$ cat src/rtl/fco_pkg.sv
// Shared types, constants and helper functions for the fly camera core.
// Used by fco_cordic and fly_camera_orientation_update_core; no dependencies.
`default_nettype none

package fco_pkg;

  // Default build values for the top-level parameters
  localparam int CORDIC_STEPS_DEF   = 16;
  localparam int POSITION_WIDTH_DEF = 32;

  // Angles in 1/128 degree
  localparam logic [16:0] TURN        = 17'd46080;
  localparam logic [16:0] QUARTER     = 17'd11520;
  localparam logic [16:0] EIGHTH      = 17'd5760;
  localparam logic signed [29:0] PITCH_MAX = 30'sd11392;
  localparam logic signed [29:0] PITCH_MIN = -30'sd11392;
  localparam logic [15:0] YAW_RESET   = 16'd34560;

  // Zoom limits, Q6.8 degrees
  localparam logic signed [21:0] ZOOM_MIN = 22'sd256;
  localparam logic signed [21:0] ZOOM_MAX = 22'sd11520;

  // Configuration register indexes and reset values
  localparam logic REG_MOVE_SPEED = 1'b0;
  localparam logic REG_LOOK_SENS  = 1'b1;
  localparam logic [15:0] MOVE_SPEED_RESET = 16'd640;
  localparam logic [15:0] LOOK_SENS_RESET  = 16'd26;

  // Event kinds
  localparam logic [1:0] OP_MOVE = 2'd0;
  localparam logic [1:0] OP_LOOK = 2'd1;
  localparam logic [1:0] OP_ZOOM = 2'd2;
  localparam logic [1:0] OP_NOP  = 2'd3;

  // Move directions
  localparam logic [1:0] DIR_FORWARD  = 2'd0;
  localparam logic [1:0] DIR_BACKWARD = 2'd1;
  localparam logic [1:0] DIR_LEFT     = 2'd2;
  localparam logic [1:0] DIR_RIGHT    = 2'd3;

  // Unit vector bounds, Q1.15
  localparam logic signed [15:0] UNIT_MAX = 16'sd32767;
  localparam logic signed [15:0] UNIT_MIN = -16'sd32767;

  typedef struct packed {
    logic [1:0]         opcode;
    logic [1:0]         move_direction;
    logic [15:0]        frame_dt;
    logic signed [15:0] x_offset;
    logic signed [15:0] y_offset;
  } cmd_t;

  typedef struct packed {
    logic signed [31:0] pos_x;
    logic signed [31:0] pos_y;
    logic signed [31:0] pos_z;
    logic signed [15:0] front_x;
    logic signed [15:0] front_y;
    logic signed [15:0] front_z;
    logic signed [15:0] right_x;
    logic signed [15:0] right_z;
    logic signed [15:0] up_x;
    logic signed [15:0] up_y;
    logic signed [15:0] up_z;
    logic [13:0]        zoom_level;
  } rsp_t;

  // Sine/cosine result, scale 1.0 = 32768
  typedef struct packed {
    logic signed [17:0] cos_v;
    logic signed [17:0] sin_v;
  } trig_t;

  typedef enum logic [1:0] {
    CS_IDLE,
    CS_PREP,
    CS_ITER,
    CS_OUT
  } cordic_state_t;

  typedef enum logic [4:0] {
    S_IDLE,
    S_ZOOM,
    S_MV_MUL0,
    S_MV_DIST,
    S_MV_MUL,
    S_MV_ACC,
    S_LK_MULX,
    S_LK_MULY,
    S_LK_PITCH,
    S_LK_WRAP,
    S_LK_FIX,
    S_CY_START,
    S_CY_WAIT,
    S_CP_START,
    S_CP_WAIT,
    S_BS_MUL,
    S_BS_STORE,
    S_DONE
  } core_state_t;

  // Arctangent of 2^-i in 1/65536 degree
  function automatic logic signed [24:0] atan_step(input logic [4:0] idx);
    logic signed [24:0] v;
    unique case (idx)
      5'd0:  v = 25'sd2949120;
      5'd1:  v = 25'sd1740967;
      5'd2:  v = 25'sd919879;
      5'd3:  v = 25'sd466945;
      5'd4:  v = 25'sd234379;
      5'd5:  v = 25'sd117304;
      5'd6:  v = 25'sd58666;
      5'd7:  v = 25'sd29335;
      5'd8:  v = 25'sd14668;
      5'd9:  v = 25'sd7334;
      5'd10: v = 25'sd3667;
      5'd11: v = 25'sd1833;
      5'd12: v = 25'sd917;
      5'd13: v = 25'sd458;
      5'd14: v = 25'sd229;
      5'd15: v = 25'sd115;
      5'd16: v = 25'sd57;
      5'd17: v = 25'sd29;
      5'd18: v = 25'sd14;
      5'd19: v = 25'sd7;
      5'd20: v = 25'sd4;
      5'd21: v = 25'sd2;
      5'd22: v = 25'sd1;
      default: v = 25'sd0;
    endcase
    return v;
  endfunction

  // Clamp to the Q1.15 unit range
  function automatic logic signed [15:0] unit_clamp(input logic signed [19:0] v);
    logic signed [15:0] r;
    if (v > 20'(UNIT_MAX)) begin
      r = UNIT_MAX;
    end else if (v < 20'(UNIT_MIN)) begin
      r = UNIT_MIN;
    end else begin
      r = v[15:0];
    end
    return r;
  endfunction

endpackage

`default_nettype wire

$ cat src/rtl/fly_camera_orientation_update_core.sv
// Fly camera core: event sequencer, shared multiplier, position/angle/zoom state.
// Depends on fco_pkg and fco_cordic.
//
//  port group   dir   contents
//  cmd          in    event word (cmd_t), cmd_valid / cmd_stall
//  rsp          out   position, basis and zoom word (rsp_t), rsp_valid / rsp_stall
//  apb          in    move_speed at 0x0, look_sensitivity at 0x4
//
// A look runs a 12-step turn wrap, two passes through the CORDIC and four basis
// products through the one 26x18 multiplier. One event is in work at a time;
// cmd_stall is high from acceptance until the result is loaded into the output
// register. rst is synchronous; a held rsp_stall holds the next result back.
`default_nettype none

module fly_camera_orientation_update_core
  import fco_pkg::*;
#(
  parameter int CORDIC_STEPS   = CORDIC_STEPS_DEF,
  parameter int POSITION_WIDTH = POSITION_WIDTH_DEF
) (
  input  wire logic        clk,
  input  wire logic        rst,
  input  wire logic        cmd_valid,
  output logic             cmd_stall,
  input  wire cmd_t        cmd,
  output logic             rsp_valid,
  input  wire logic        rsp_stall,
  output rsp_t             rsp,
  input  wire logic        psel,
  input  wire logic        penable,
  input  wire logic        pwrite,
  input  wire logic [2:0]  paddr,
  input  wire logic [31:0] pwdata,
  output logic [31:0]      prdata,
  output logic             pready
);

  // Storage holds the reset z of 3.0 even for narrow saturation widths
  localparam int POS_SW = (POSITION_WIDTH > 19) ? POSITION_WIDTH : 19;
  localparam int SUM_W  = ((POS_SW > 26) ? POS_SW : 26) + 1;
  localparam logic signed [SUM_W-1:0] POS_MAX =
    {{(SUM_W - POSITION_WIDTH + 1){1'b0}}, {(POSITION_WIDTH - 1){1'b1}}};
  localparam logic signed [SUM_W-1:0] POS_MIN =
    {{(SUM_W - POSITION_WIDTH + 1){1'b1}}, {(POSITION_WIDTH - 1){1'b0}}};
  localparam logic signed [POS_SW-1:0] POS_Z0 = POS_SW'(32'sd196608);

  core_state_t state, state_next;

  cmd_t               cur;
  logic [15:0]        speed, sens;
  logic [15:0]        yaw;
  logic signed [14:0] pitch;
  logic signed [POS_SW-1:0] pos [3];
  logic [13:0]        zoom;
  logic signed [15:0] basis [8];
  logic signed [43:0] prod;
  logic [23:0]        move_len;
  logic [1:0]         axis;
  logic signed [29:0] wrap_v;
  logic [3:0]         wrap_k;
  logic signed [17:0] cy, sy, cp, sp;
  logic [1:0]         bidx;

  logic signed [25:0] mul_a;
  logic signed [17:0] mul_b;
  logic signed [15:0] comp_sel;
  logic               fb_move, neg;
  logic               cordic_start, cordic_done;
  logic signed [16:0] cordic_angle;
  trig_t              cordic_res;
  logic               cfg_wr;

  logic signed [43:0] rnd5, rnd8, rnd15;
  logic signed [29:0] look_d, pitch_sum, wrap_sh;
  logic signed [25:0] step_d;
  logic signed [SUM_W-1:0] pos_sum;
  logic signed [21:0] zoom_sum;
  logic signed [19:0] qm;
  logic signed [63:0] pos_ext [3];
  rsp_t               rsp_next;

  // Configuration port
  assign pready = 1'b1;
  assign cfg_wr = psel & penable & pwrite;
  assign prdata = (paddr[2] == REG_LOOK_SENS) ? {16'b0, sens} : {16'b0, speed};

  always_ff @(posedge clk) begin
    if (rst) begin
      speed <= MOVE_SPEED_RESET;
      sens  <= LOOK_SENS_RESET;
    end else if (cfg_wr) begin
      if (paddr[2] == REG_MOVE_SPEED) begin
        speed <= pwdata[15:0];
      end else begin
        sens <= pwdata[15:0];
      end
    end
  end

  fco_cordic #(
    .STEPS(CORDIC_STEPS)
  ) u_cordic (
    .clk  (clk),
    .rst  (rst),
    .start(cordic_start),
    .angle(cordic_angle),
    .done (cordic_done),
    .res  (cordic_res)
  );

  assign cmd_stall    = (state != S_IDLE);
  assign cordic_start = (state == S_CY_START) || (state == S_CP_START);
  assign cordic_angle = (state == S_CY_START) ? $signed({1'b0, yaw}) : 17'(pitch);

  // Move axis selection
  assign fb_move  = (cur.move_direction == DIR_FORWARD) ||
                    (cur.move_direction == DIR_BACKWARD);
  assign neg      = (cur.move_direction == DIR_BACKWARD) ||
                    (cur.move_direction == DIR_LEFT);
  assign comp_sel = fb_move ? basis[{1'b0, axis}] : ((axis == 2'd0) ? basis[3] : basis[4]);

  // Shared multiplier operand select
  always_comb begin
    mul_a = '0;
    mul_b = '0;
    unique case (state)
      S_MV_MUL0: begin
        mul_a = {10'b0, speed};
        mul_b = {2'b0, cur.frame_dt};
      end
      S_MV_MUL: begin
        mul_a = {2'b0, move_len};
        mul_b = 18'(comp_sel);
      end
      S_LK_MULX: begin
        mul_a = 26'(cur.x_offset);
        mul_b = {2'b0, sens};
      end
      S_LK_MULY: begin
        mul_a = 26'(cur.y_offset);
        mul_b = {2'b0, sens};
      end
      S_BS_MUL: begin
        unique case (bidx)
          2'd0: begin
            mul_a = 26'(cy);
            mul_b = cp;
          end
          2'd1: begin
            mul_a = 26'(sy);
            mul_b = cp;
          end
          2'd2: begin
            mul_a = 26'(cy);
            mul_b = sp;
          end
          default: begin
            mul_a = 26'(sy);
            mul_b = sp;
          end
        endcase
      end
      default: begin
        mul_a = '0;
        mul_b = '0;
      end
    endcase
  end

  // Rounding and range logic on the product
  always_comb begin
    rnd5      = (prod + 44'sd16) >>> 5;
    rnd8      = prod + 44'sd128;
    rnd15     = (prod + 44'sd16384) >>> 15;
    look_d    = rnd5[29:0];
    step_d    = rnd15[25:0];
    qm        = rnd15[19:0];
    pitch_sum = 30'(pitch) + look_d;
    wrap_sh   = 30'($signed({1'b0, TURN})) <<< wrap_k;
    pos_sum   = neg ? (SUM_W'(pos[axis]) - SUM_W'(step_d))
                    : (SUM_W'(pos[axis]) + SUM_W'(step_d));
    zoom_sum  = $signed({8'b0, zoom}) - (22'(cur.y_offset) <<< 4);
  end

  // Result word
  always_comb begin
    for (int k = 0; k < 3; k++) begin
      pos_ext[k] = 64'(pos[k]);
    end
    rsp_next.pos_x      = pos_ext[0][31:0];
    rsp_next.pos_y      = pos_ext[1][31:0];
    rsp_next.pos_z      = pos_ext[2][31:0];
    rsp_next.front_x    = basis[0];
    rsp_next.front_y    = basis[1];
    rsp_next.front_z    = basis[2];
    rsp_next.right_x    = basis[3];
    rsp_next.right_z    = basis[4];
    rsp_next.up_x       = basis[5];
    rsp_next.up_y       = basis[6];
    rsp_next.up_z       = basis[7];
    rsp_next.zoom_level = zoom;
  end

  // Sequencer next state
  always_comb begin
    state_next = state;
    unique case (state)
      S_IDLE: begin
        if (cmd_valid) begin
          if (cmd.opcode == OP_MOVE) begin
            state_next = S_MV_MUL0;
          end else if (cmd.opcode == OP_LOOK) begin
            state_next = S_LK_MULX;
          end else if (cmd.opcode == OP_ZOOM) begin
            state_next = S_ZOOM;
          end else begin
            state_next = S_DONE;
          end
        end
      end
      S_ZOOM:     state_next = S_DONE;
      S_MV_MUL0:  state_next = S_MV_DIST;
      S_MV_DIST:  state_next = S_MV_MUL;
      S_MV_MUL:   state_next = S_MV_ACC;
      S_MV_ACC:   state_next = (axis == 2'd2) ? S_DONE : S_MV_MUL;
      S_LK_MULX:  state_next = S_LK_MULY;
      S_LK_MULY:  state_next = S_LK_PITCH;
      S_LK_PITCH: state_next = S_LK_WRAP;
      S_LK_WRAP:  if (wrap_k == 4'd0) state_next = S_LK_FIX;
      S_LK_FIX:   state_next = S_CY_START;
      S_CY_START: state_next = S_CY_WAIT;
      S_CY_WAIT:  if (cordic_done) state_next = S_CP_START;
      S_CP_START: state_next = S_CP_WAIT;
      S_CP_WAIT:  if (cordic_done) state_next = S_BS_MUL;
      S_BS_MUL:   state_next = S_BS_STORE;
      S_BS_STORE: state_next = (bidx == 2'd3) ? S_DONE : S_BS_MUL;
      S_DONE:     if (!rsp_valid || !rsp_stall) state_next = S_IDLE;
      default:    state_next = S_IDLE;
    endcase
  end

  // Control and architectural state
  always_ff @(posedge clk) begin
    if (rst) begin
      state     <= S_IDLE;
      rsp_valid <= 1'b0;
      yaw       <= YAW_RESET;
      pitch     <= '0;
      pos[0]    <= '0;
      pos[1]    <= '0;
      pos[2]    <= POS_Z0;
      zoom      <= 14'(ZOOM_MAX);
      basis[0]  <= '0;
      basis[1]  <= '0;
      basis[2]  <= UNIT_MIN;
      basis[3]  <= UNIT_MAX;
      basis[4]  <= '0;
      basis[5]  <= '0;
      basis[6]  <= UNIT_MAX;
      basis[7]  <= '0;
    end else begin
      state <= state_next;
      // Hand the result to the output register, drop it once taken
      if (state == S_DONE && (!rsp_valid || !rsp_stall)) begin
        rsp_valid <= 1'b1;
      end else if (!rsp_stall) begin
        rsp_valid <= 1'b0;
      end
      unique case (state)
        S_ZOOM: begin
          if (zoom_sum < ZOOM_MIN) begin
            zoom <= 14'(ZOOM_MIN);
          end else if (zoom_sum > ZOOM_MAX) begin
            zoom <= 14'(ZOOM_MAX);
          end else begin
            zoom <= zoom_sum[13:0];
          end
        end
        S_MV_ACC: begin
          if (pos_sum > POS_MAX) begin
            pos[axis] <= POS_SW'(POS_MAX);
          end else if (pos_sum < POS_MIN) begin
            pos[axis] <= POS_SW'(POS_MIN);
          end else begin
            pos[axis] <= POS_SW'(pos_sum);
          end
        end
        S_LK_PITCH: begin
          if (pitch_sum > PITCH_MAX) begin
            pitch <= 15'(PITCH_MAX);
          end else if (pitch_sum < PITCH_MIN) begin
            pitch <= 15'(PITCH_MIN);
          end else begin
            pitch <= pitch_sum[14:0];
          end
        end
        S_LK_FIX: begin
          yaw <= wrap_v[29] ? 16'(wrap_v + 30'($signed({1'b0, TURN}))) : wrap_v[15:0];
        end
        S_BS_STORE: begin
          unique case (bidx)
            2'd0: basis[0] <= unit_clamp(qm);
            2'd1: basis[2] <= unit_clamp(qm);
            2'd2: basis[5] <= unit_clamp(-qm);
            default: begin
              basis[7] <= unit_clamp(-qm);
              basis[1] <= unit_clamp(20'(sp));
              basis[3] <= unit_clamp(-20'(sy));
              basis[4] <= unit_clamp(20'(cy));
              basis[6] <= unit_clamp(20'(cp));
            end
          endcase
        end
        default: begin
        end
      endcase
    end
  end

  // Working registers
  always_ff @(posedge clk) begin
    prod <= mul_a * mul_b;
    unique case (state)
      S_IDLE: begin
        if (cmd_valid) cur <= cmd;
      end
      S_MV_DIST: begin
        move_len <= rnd8[31:8];
        axis     <= 2'd0;
      end
      S_MV_ACC: begin
        axis <= (fb_move && axis == 2'd0) ? 2'd1 : 2'd2;
      end
      S_LK_MULY: begin
        wrap_v <= 30'($signed({1'b0, yaw})) + look_d;
        wrap_k <= 4'd11;
      end
      S_LK_WRAP: begin
        // Fold one power-of-two multiple of the turn per cycle
        if (wrap_v >= wrap_sh) begin
          wrap_v <= wrap_v - wrap_sh;
        end else if (wrap_v[29]) begin
          wrap_v <= wrap_v + wrap_sh;
        end
        wrap_k <= wrap_k - 1'b1;
      end
      S_CY_WAIT: begin
        if (cordic_done) begin
          cy <= cordic_res.cos_v;
          sy <= cordic_res.sin_v;
        end
      end
      S_CP_WAIT: begin
        if (cordic_done) begin
          cp   <= cordic_res.cos_v;
          sp   <= cordic_res.sin_v;
          bidx <= 2'd0;
        end
      end
      S_BS_STORE: begin
        bidx <= bidx + 1'b1;
      end
      S_DONE: begin
        if (!rsp_valid || !rsp_stall) rsp <= rsp_next;
      end
      default: begin
      end
    endcase
  end

endmodule

`default_nettype wire

$ cat src/rtl/fco_cordic.sv
// Iterative rotation-mode CORDIC: sine and cosine of an angle in 1/128 degree.
// Depends on fco_pkg (angle constants, arctangent table, result type).
`default_nettype none

module fco_cordic
  import fco_pkg::*;
#(
  parameter int STEPS = CORDIC_STEPS_DEF
) (
  input  wire logic               clk,
  input  wire logic               rst,
  input  wire logic               start,
  input  wire logic signed [16:0] angle,
  output logic                    done,
  output trig_t                   res
);

  localparam int IW = $clog2(STEPS);
  localparam logic [IW-1:0] LAST = IW'(STEPS - 1);
  // Q4.30 start value with the gain folded in
  localparam logic signed [33:0] X0 = 34'sd652032874;

  cordic_state_t state, state_next;

  logic [15:0]        m;
  logic [1:0]         q;
  logic               zero;
  logic signed [33:0] x, y;
  logic signed [24:0] z;
  logic [IW-1:0]      i;

  logic [2:0]         qf;
  logic signed [16:0] r;
  logic signed [33:0] dx, dy;
  logic signed [24:0] da;
  logic signed [17:0] cc, ss;
  trig_t              mapped;

  function automatic logic signed [17:0] round_clamp(input logic signed [33:0] v);
    logic signed [33:0] t;
    logic signed [17:0] o;
    t = (v + 34'sd16384) >>> 15;
    if (t > 34'sd32768) begin
      o = 18'sd32768;
    end else if (t < -34'sd32768) begin
      o = -18'sd32768;
    end else begin
      o = t[17:0];
    end
    return o;
  endfunction

  // Quadrant and residual around the nearest multiple of 90 degrees
  always_comb begin
    qf = 3'(m >= 16'(EIGHTH)) + 3'(m >= 16'd17280) + 3'(m >= 16'd28800)
       + 3'(m >= 16'd40320);
    unique case (qf)
      3'd0:    r = $signed({1'b0, m});
      3'd1:    r = $signed({1'b0, m}) - $signed(QUARTER);
      3'd2:    r = $signed({1'b0, m}) - 17'sd23040;
      3'd3:    r = $signed({1'b0, m}) - 17'sd34560;
      default: r = $signed({1'b0, m}) - $signed(TURN);
    endcase
  end

  // One micro-rotation
  always_comb begin
    dx = y >>> i;
    dy = x >>> i;
    da = atan_step(5'(i));
  end

  // Round, then map the quadrant back
  always_comb begin
    if (zero) begin
      cc = 18'sd32768;
      ss = 18'sd0;
    end else begin
      cc = round_clamp(x);
      ss = round_clamp(y);
    end
    unique case (q)
      2'd0: begin
        mapped.cos_v = cc;
        mapped.sin_v = ss;
      end
      2'd1: begin
        mapped.cos_v = -ss;
        mapped.sin_v = cc;
      end
      2'd2: begin
        mapped.cos_v = -cc;
        mapped.sin_v = -ss;
      end
      default: begin
        mapped.cos_v = ss;
        mapped.sin_v = -cc;
      end
    endcase
  end

  always_comb begin
    state_next = state;
    unique case (state)
      CS_IDLE: if (start) state_next = CS_PREP;
      CS_PREP: state_next = CS_ITER;
      CS_ITER: if (i == LAST) state_next = CS_OUT;
      default: state_next = CS_IDLE;
    endcase
  end

  always_ff @(posedge clk) begin
    if (rst) begin
      state <= CS_IDLE;
      done  <= 1'b0;
    end else begin
      state <= state_next;
      done  <= (state == CS_OUT);
    end
  end

  // Datapath
  always_ff @(posedge clk) begin
    unique case (state)
      CS_IDLE: begin
        if (start) begin
          m <= angle[16] ? 16'(angle + $signed(TURN)) : angle[15:0];
        end
      end
      CS_PREP: begin
        q    <= qf[1:0];
        zero <= (r == 17'sd0);
        x    <= X0;
        y    <= 34'sd0;
        z    <= 25'(r) <<< 9;
        i    <= '0;
      end
      CS_ITER: begin
        if (!z[24]) begin
          x <= x - dx;
          y <= y + dy;
          z <= z - da;
        end else begin
          x <= x + dx;
          y <= y - dy;
          z <= z + da;
        end
        i <= i + 1'b1;
      end
      default: begin
        res <= mapped;
      end
    endcase
  end

endmodule

`default_nettype wire
$ cat config.mk
export PLATFORM = sky130hd
export DESIGN_NAME = fly_camera_orientation_update_core
export DESIGN_NICKNAME = d
export VERILOG_FILES = /design/src/rtl/fco_pkg.sv /design/src/rtl/fly_camera_orientation_update_core.sv /design/src/rtl/fco_cordic.sv
export SDC_FILE = /design/constraint.sdc
export NUM_CORES = 2
export LEC_CHECK = 0
export BUFFER_PORTS_ARGS = -buffer_cell sky130_fd_sc_hd__buf_2
export CAP_MARGIN = 15
export CORE_ASPECT_RATIO = 1.25
export CORE_MARGIN = 4
export CORE_UTILIZATION = 63
export DETAILED_ROUTE_END_ITERATION = 10
export GPL_TIMING_DRIVEN = 0
export PLACE_DENSITY = 0.88
export SKIP_CTS_REPAIR_TIMING = 1
export SLEW_MARGIN = 0
export SYNTH_ARGS = -nofsm -noshare
export SYNTH_HDL_FRONTEND = slang
export SYNTH_SLANG_ARGS = --single-unit
$ cat constraint.sdc
create_clock -name clk -period 16 [get_ports clk]
set_clock_uncertainty 0.2 [all_clocks]
set_input_delay 0.8 -clock clk [delete_from_list [all_inputs] [get_ports clk]]
set_output_delay 0.8 -clock clk [all_outputs]
set_load 0.05 [all_outputs]
=== Word-level counts from Yosys, hierarchy flattened ===
Memories as Yosys holds them, arrays and structs flattened. A register that Yosys moved wholly into a read port is not among the register bits.
Index checks and enable logic that the tools add are counted.

* Output and inout port bits: 273
* ROM bits: 352
* Input port bits: 94
* Logic and storage cells: 338
* Register bits after elaboration: 509
* Memories kept: 3
* Memory bits (writable): 224

* Order comparisons: 27
* Bitwise logic cells: 13
* $add $sub $neg: 34
* Reduce and logical (&&, ||, !) cells: 40
* Equal/unequal tests: 43
* Multiply operators: 1
* Shift operators: 3
* Mux-type cells: 138

{| class="wikitable"
|+ Memories
! memory !! words !! width !! read ports !! clocked after memory_dff !! wr ports !! RTL line !! source
|-
| (no name shown) || 16 || 22 || 1 || 1 || 0 || fco_pkg.sv:105 || <nowiki>unique case (idx)</nowiki>
|-
| basis || 8 || 16 || 9 || 7 || 8 || fly_camera_orientation_update_core.sv:55 || <nowiki>logic signed [15:0] basis [8];</nowiki>
|-
| pos || 3 || 32 || 4 || 4 || 3 || fly_camera_orientation_update_core.sv:53 || <nowiki>logic signed [POS_SW-1:0] pos [3];</nowiki>
|}

{| class="wikitable"
|+ Operators with widths
! operator !! number
|-
| 2-to-1 mux 16 bit || 49
|-
| one-hot mux 34 bit (2 select lines) || 2
|-
| one-hot mux 26 bit (5 select lines) || 1
|-
| 2-to-1 mux 18 bit || 7
|-
| one-hot mux 36 bit (3 select lines) || 1
|-
| 2-to-1 mux 32 bit || 3
|-
| one-hot mux 5 bit (18 select lines) || 1
|-
| one-hot mux 18 bit (4 select lines) || 1
|-
| adder 34 x 16 -> 34 bit, second input constant || 2
|-
| adder 34 bit || 2
|-
| 2-to-1 mux 34 bit || 2
|-
| one-hot mux 17 bit (4 select lines) || 1
|-
| >>> shifter 34 x 4 -> 34 bit || 2
|-
| subtractor 34 bit || 2
|-
| greater-than comparator 20 x 16 -> 1 bit, second input constant || 3
|-
| < comparator 20 x 16 -> 1 bit, second input constant || 3
|-
| 2-to-1 mux 30 bit || 2
|-
| one-hot mux 30 bit (2 select lines) || 1
|-
| greater-than comparator 18 x 16 -> 1 bit, second input constant || 3
|-
| < comparator 18 x 16 -> 1 bit, second input constant || 3
|-
| 2-to-1 mux 5 bit || 10
|-
| one-hot mux 25 bit (2 select lines) || 1
|-
| adder 41 x 16 -> 41 bit, second input constant || 1
|-
| multiplier 26 x 18 -> 41 bit || 1
|-
| other kinds (80) || 195
|}

=== Logic depth before layout (Yosys ltp) ===
* Word-level depth: 13
* Mapped depth: 36
* Mapped depth without buffers: 33

=== Cells and area by module ===
From an unflattened synthesis, not the netlist that was laid out.

* Cell total of the unflattened synthesis: 7681
* Area total of the unflattened synthesis: 76135.5 um^2

{| class="wikitable"
|+ By module, submodules not included
! module !! instances !! sequential area each (um^2) !! area an instance (um^2) !! cells each
|-
| fly_camera_orientation_update_core || 1 || 22601.7 || 55544.5 || 5309
|-
| fco_cordic || 1 || 5064.9 || 20591.0 || 2372
|}

=== Worst setup path before layout ===
Ideal clock, no wire load.

* Path type: register to register
* Start: register state[1]
* End: register rsp[100] (netlist name)
* Cell stages (with the launch flop): 5
* Data required time: 14.894 ns
* Clock period less this slack: 13.403 ns
* Path slack: 2.597 ns
* Buffers on the path: 1
* Data arrival time: 12.297 ns
* Library setup time: 0.906 ns
* Cell sequence: dfxtp_1 clkbuf_1 nor3_1 nand3_1 a21oi_1

* Longest elaborated chain between the ends: 2

{| class="wikitable"
|+ Ends and longest elaborated chain
! what !! RTL line !! source
|-
| from (decl) || fly_camera_orientation_update_core.sv:47 || <nowiki>core_state_t state, state_next;</nowiki>
|-
| from (signal assigned) || fly_camera_orientation_update_core.sv:262 || <nowiki>state <= state_next;</nowiki>
|-
| equality test 5 bit || fly_camera_orientation_update_core.sv:323 || <nowiki>unique case (state)</nowiki>
|-
| AND reduction 2 bit (no line) || n/a ||
|}

No other way between the ends.
A chain may end at the register's enable or synchronous reset.

=== Worst setup path in the final report ===
* Start: register bidx[0]
* End: register prod[37]

* Longest elaborated chain between the ends: 5

{| class="wikitable"
|+ Ends and longest elaborated chain
! what !! RTL line !! source
|-
| from (decl) || fly_camera_orientation_update_core.sv:62 || <nowiki>logic [1:0] bidx;</nowiki>
|-
| from (signal assigned) || fly_camera_orientation_update_core.sv:361 || <nowiki>bidx <= bidx + 1'b1;</nowiki>
|-
| equality test 2 bit, or another cell as far along || fly_camera_orientation_update_core.sv:144 || <nowiki>unique case (bidx)</nowiki>
|-
| OR reduction 2 bit (no line) || n/a ||
|-
| 2-to-1 mux 26 bit / 2-to-1 mux 18 bit (equally long branches) || fly_camera_orientation_update_core.sv:144 ||
|-
| one-hot mux 26 bit (5 select lines) / one-hot mux 18 bit (4 select lines) (equally long branches) || fly_camera_orientation_update_core.sv:126 || <nowiki>unique case (state)</nowiki>
|-
| multiplier 26 x 18 -> 41 bit * || fly_camera_orientation_update_core.sv:322 || <nowiki>prod <= mul_a * mul_b;</nowiki>
|-
| to (signal assigned) || fly_camera_orientation_update_core.sv:322 ||
|-
| to (decl) || fly_camera_orientation_update_core.sv:56 || <nowiki>logic signed [43:0] prod;</nowiki>
|}

Every way passes the cells marked *; elsewhere a longest branch is shown, timed or not.

==> out/metrics.cfg <==
[clock_network]
clock_latency_ns = 0.80
cts.sinks = 969
cts_max_level = 3
cts_buffer_depth = 3
cts.clk_slew.worst_paths_ns = 0.07
cts_tree = yes
clock-root-buffer = clkbuf_16
cts_buffers = 95

[sta]
fin_crit_sh_pct = 73.3
rsz0062_at_grt = false
report.final.slew_viol_count = 0
clock.fmax_ghz = 0.0853
whs_ns = 0.0325
timing.final.ws_setup_ns = 4.27
fin_crit_ns = 11.73
hold_viol = 0
max-slew-margin-rel_pct = 16.6
setup_viol = 0
worst_pin_slew_ns = 1.24

[power_and_ir_drop]
p_leak_uw = 0.0334
total_power_uw = 12900
power_density_nw_per_um2 = 156
ir_drop_mv = 0.179

[worst_setup_path]
start_kind = flop
path_common_cell = fa_1
crit_path_end_kind = flop
crit_required_ns = 16.46
path_delay_family = adder cells
critPathMaxFanout = 10
crit_type = reg -> reg
critPathMaxStageDelay_ns = 0.87
ff2ff_setup_slack_ns = 4.27
critPathArrivalTime_ns = 12.19
slowest_stage = nor2_1
critPathBufInv = 7

[job]
cap_viol_max_count = 0

[detailed_routing]
drc = 0
drt-pass1-iter-count = 10
drtAntennaViolNets = 0
post_drt_via_cell_ratio = 6.75
drt_wl_total_mm = 287
wire_per_inst_um = 29.7
drtIter0Drc = 8586
vias = 65200

[global_routing]
grt_pass1_vias = 65100
grt-ovfl-total = 0
grt_max_degree = 64
grt_first_pass_wirelength_mm = 418
antenna_found_initial = 22
grt_use_total_pct = 45.6

[yosys]
avgSynthCellArea_um2 = 9.96
ys.flop_type = edfxtp_1
synthArstFlopShare_pct = 0
ys_warn_count = 0
synth_edf_count = 826
yosysSeqAreaShare_pct = 36.9
syn_inst = 7522
synth_area_um2 = 75000
ys_ff_latch = 969
ys_types = 98

[final_layout]
final_net_count = 8898
drive_gt1_share_pct = 11.0
area_growth_pct = 10.2
instances_no_fill = 9657

[placement]
gp_congestion = 1.12
port_buffers = 326
dpl.hpwl_mm = 224
dp_slack_ns = 4.75
place_inst = 9465

[die]
die_area_um2 = 125000
rows = 141
io_pins = 367
core_um2 = 118000
die_height_um = 394
die_x_um = 317
initial_core_util_pct = 63.4

[run_status]
status = finished, final reports clean

[min_path]
hp-class = in -> reg

cells by family after synthesis:
logic type	synth area share, %
mux	6.72
xor+xnor	5.56
buf+inv	5.86
flops	36.9
simple gates	14.4
other cells	0.0100
fa+ha+maj	17.9
compound gates	12.6
synthesized netlist by cell type, types with 28 or more instances:
library cell	count	share of area, %
edfxtp_1	826	33
inv_1	757	3.8
and3_1	60	0.50
nor2b_1	58	0.48
buf_1	40	0.20
or3_1	43	0.36
o31ai_1	31	0.31
nor2_1	715	3.6
a211oi_1	48	0.48
xnor2_1	303	3.5
o211ai_1	36	0.36
a31oi_1	70	0.58
nand4_1	56	0.47
xor2_1	171	2.0
nand2b_1	57	0.48
dfxtp_1	143	3.8
nor3_1	137	0.91
mux4_2	150	4.5
o21a_1	70	0.70
nand2_1	867	4.3
fa_1	437	12
nor4_1	53	0.44
a21o_1	111	1.1
o21ai_0	269	1.8
o21bai_1	46	0.46
nand3_1	141	0.94
mux2_2	75	1.1
mux2i_1	81	1.1
a21oi_1	428	2.9
clkbuf_1	278	1.4
and2_1	96	0.80
ha_1	374	6.2
buf_4	28	0.28
final timing paths:
path,cells after the start,from,endpoint
worst max-delay path,30,bidx[0]$_SDFFCE_PN0P_,prod[37]$_DFF_P_
worst min-delay path,1,cmd[33],cur[33]$_DFFE_PP_
worst max register to register,30,bidx[0]$_SDFFCE_PN0P_,prod[37]$_DFF_P_
worst min register to register,0,basis[6][15]$_SDFFCE_PP0P_,rsp[45]$_DFFE_PP_
power by group:
group	internal, µW	total [µW]	switching, µW
clock network	1370	2470	1100
registers	3070	3310	240
logic	2400	7110	4720
through the flow:
step	setup TNS, ns	util [%]	instance area, µm²
6_report	0	69.9	82600
5_1_grt	0	69.8	82600
4_1_cts	0	69.8	82500
3_5_place_dp	0	66.9	79100
3_3_place_gp	-548.53	66.5	78600
2_1_floorplan	0	-	75000
sequential cells by signal, indices dropped and copies added, names as in the netlist, 24 cells and up, named ones only:
name          flops
rsp             234
basis           128
pos             128
cur              50
prod             37
u_cordic.res     36
u_cordic.x       34
u_cordic.y       34
wrap_v           30
u_cordic.z       25
move_len         24
cell type report:
cell class,count,area [µm²]
Clock inverter,61,858
Buffer,373,1550
Tap cell,1573,1970
Antenna cell,10,25.0
Clock buffer,117,2550
Multi-Input combinational cell,5440,43000
Timing Repair Buffer,355,2080
Inverter,759,2850
Fill cell,8562,35600
Sequential cell,969,27700
layer usage:
layer / track usage (%) / part of all wire [%] / vias up
met5: 0 / 0.025 / -
met4: 37.0 / 11 / 10
met3: 12.4 / 11 / 1551
met2: 73.1 / 46 / 5123
met1: 50.8 / 32 / 31300
li1: - / - / 27200
cells in the final DEF, fill, tap and decap left out, drive strengths merged, types with 60 or more instances in the layout:
| master | instances |
|---|---|
| clkbuf | 396 |
| a31oi | 73 |
| nor2 | 715 |
| o21ai | 276 |
| and3 | 60 |
| xor2 | 172 |
| buf | 449 |
| o21a | 70 |
| nand2 | 867 |
| nor3 | 139 |
| and2 | 97 |
| xnor2 | 303 |
| a21oi | 452 |
| mux2 | 75 |
| a21o | 111 |
| edfxtp | 826 |
| inv | 766 |
| dfxtp | 143 |
| ha | 374 |
| nand3 | 143 |
| fa | 437 |
| mux4 | 150 |
| mux2i | 81 |
No activity file was read; power rests on OpenSTA's default activity.
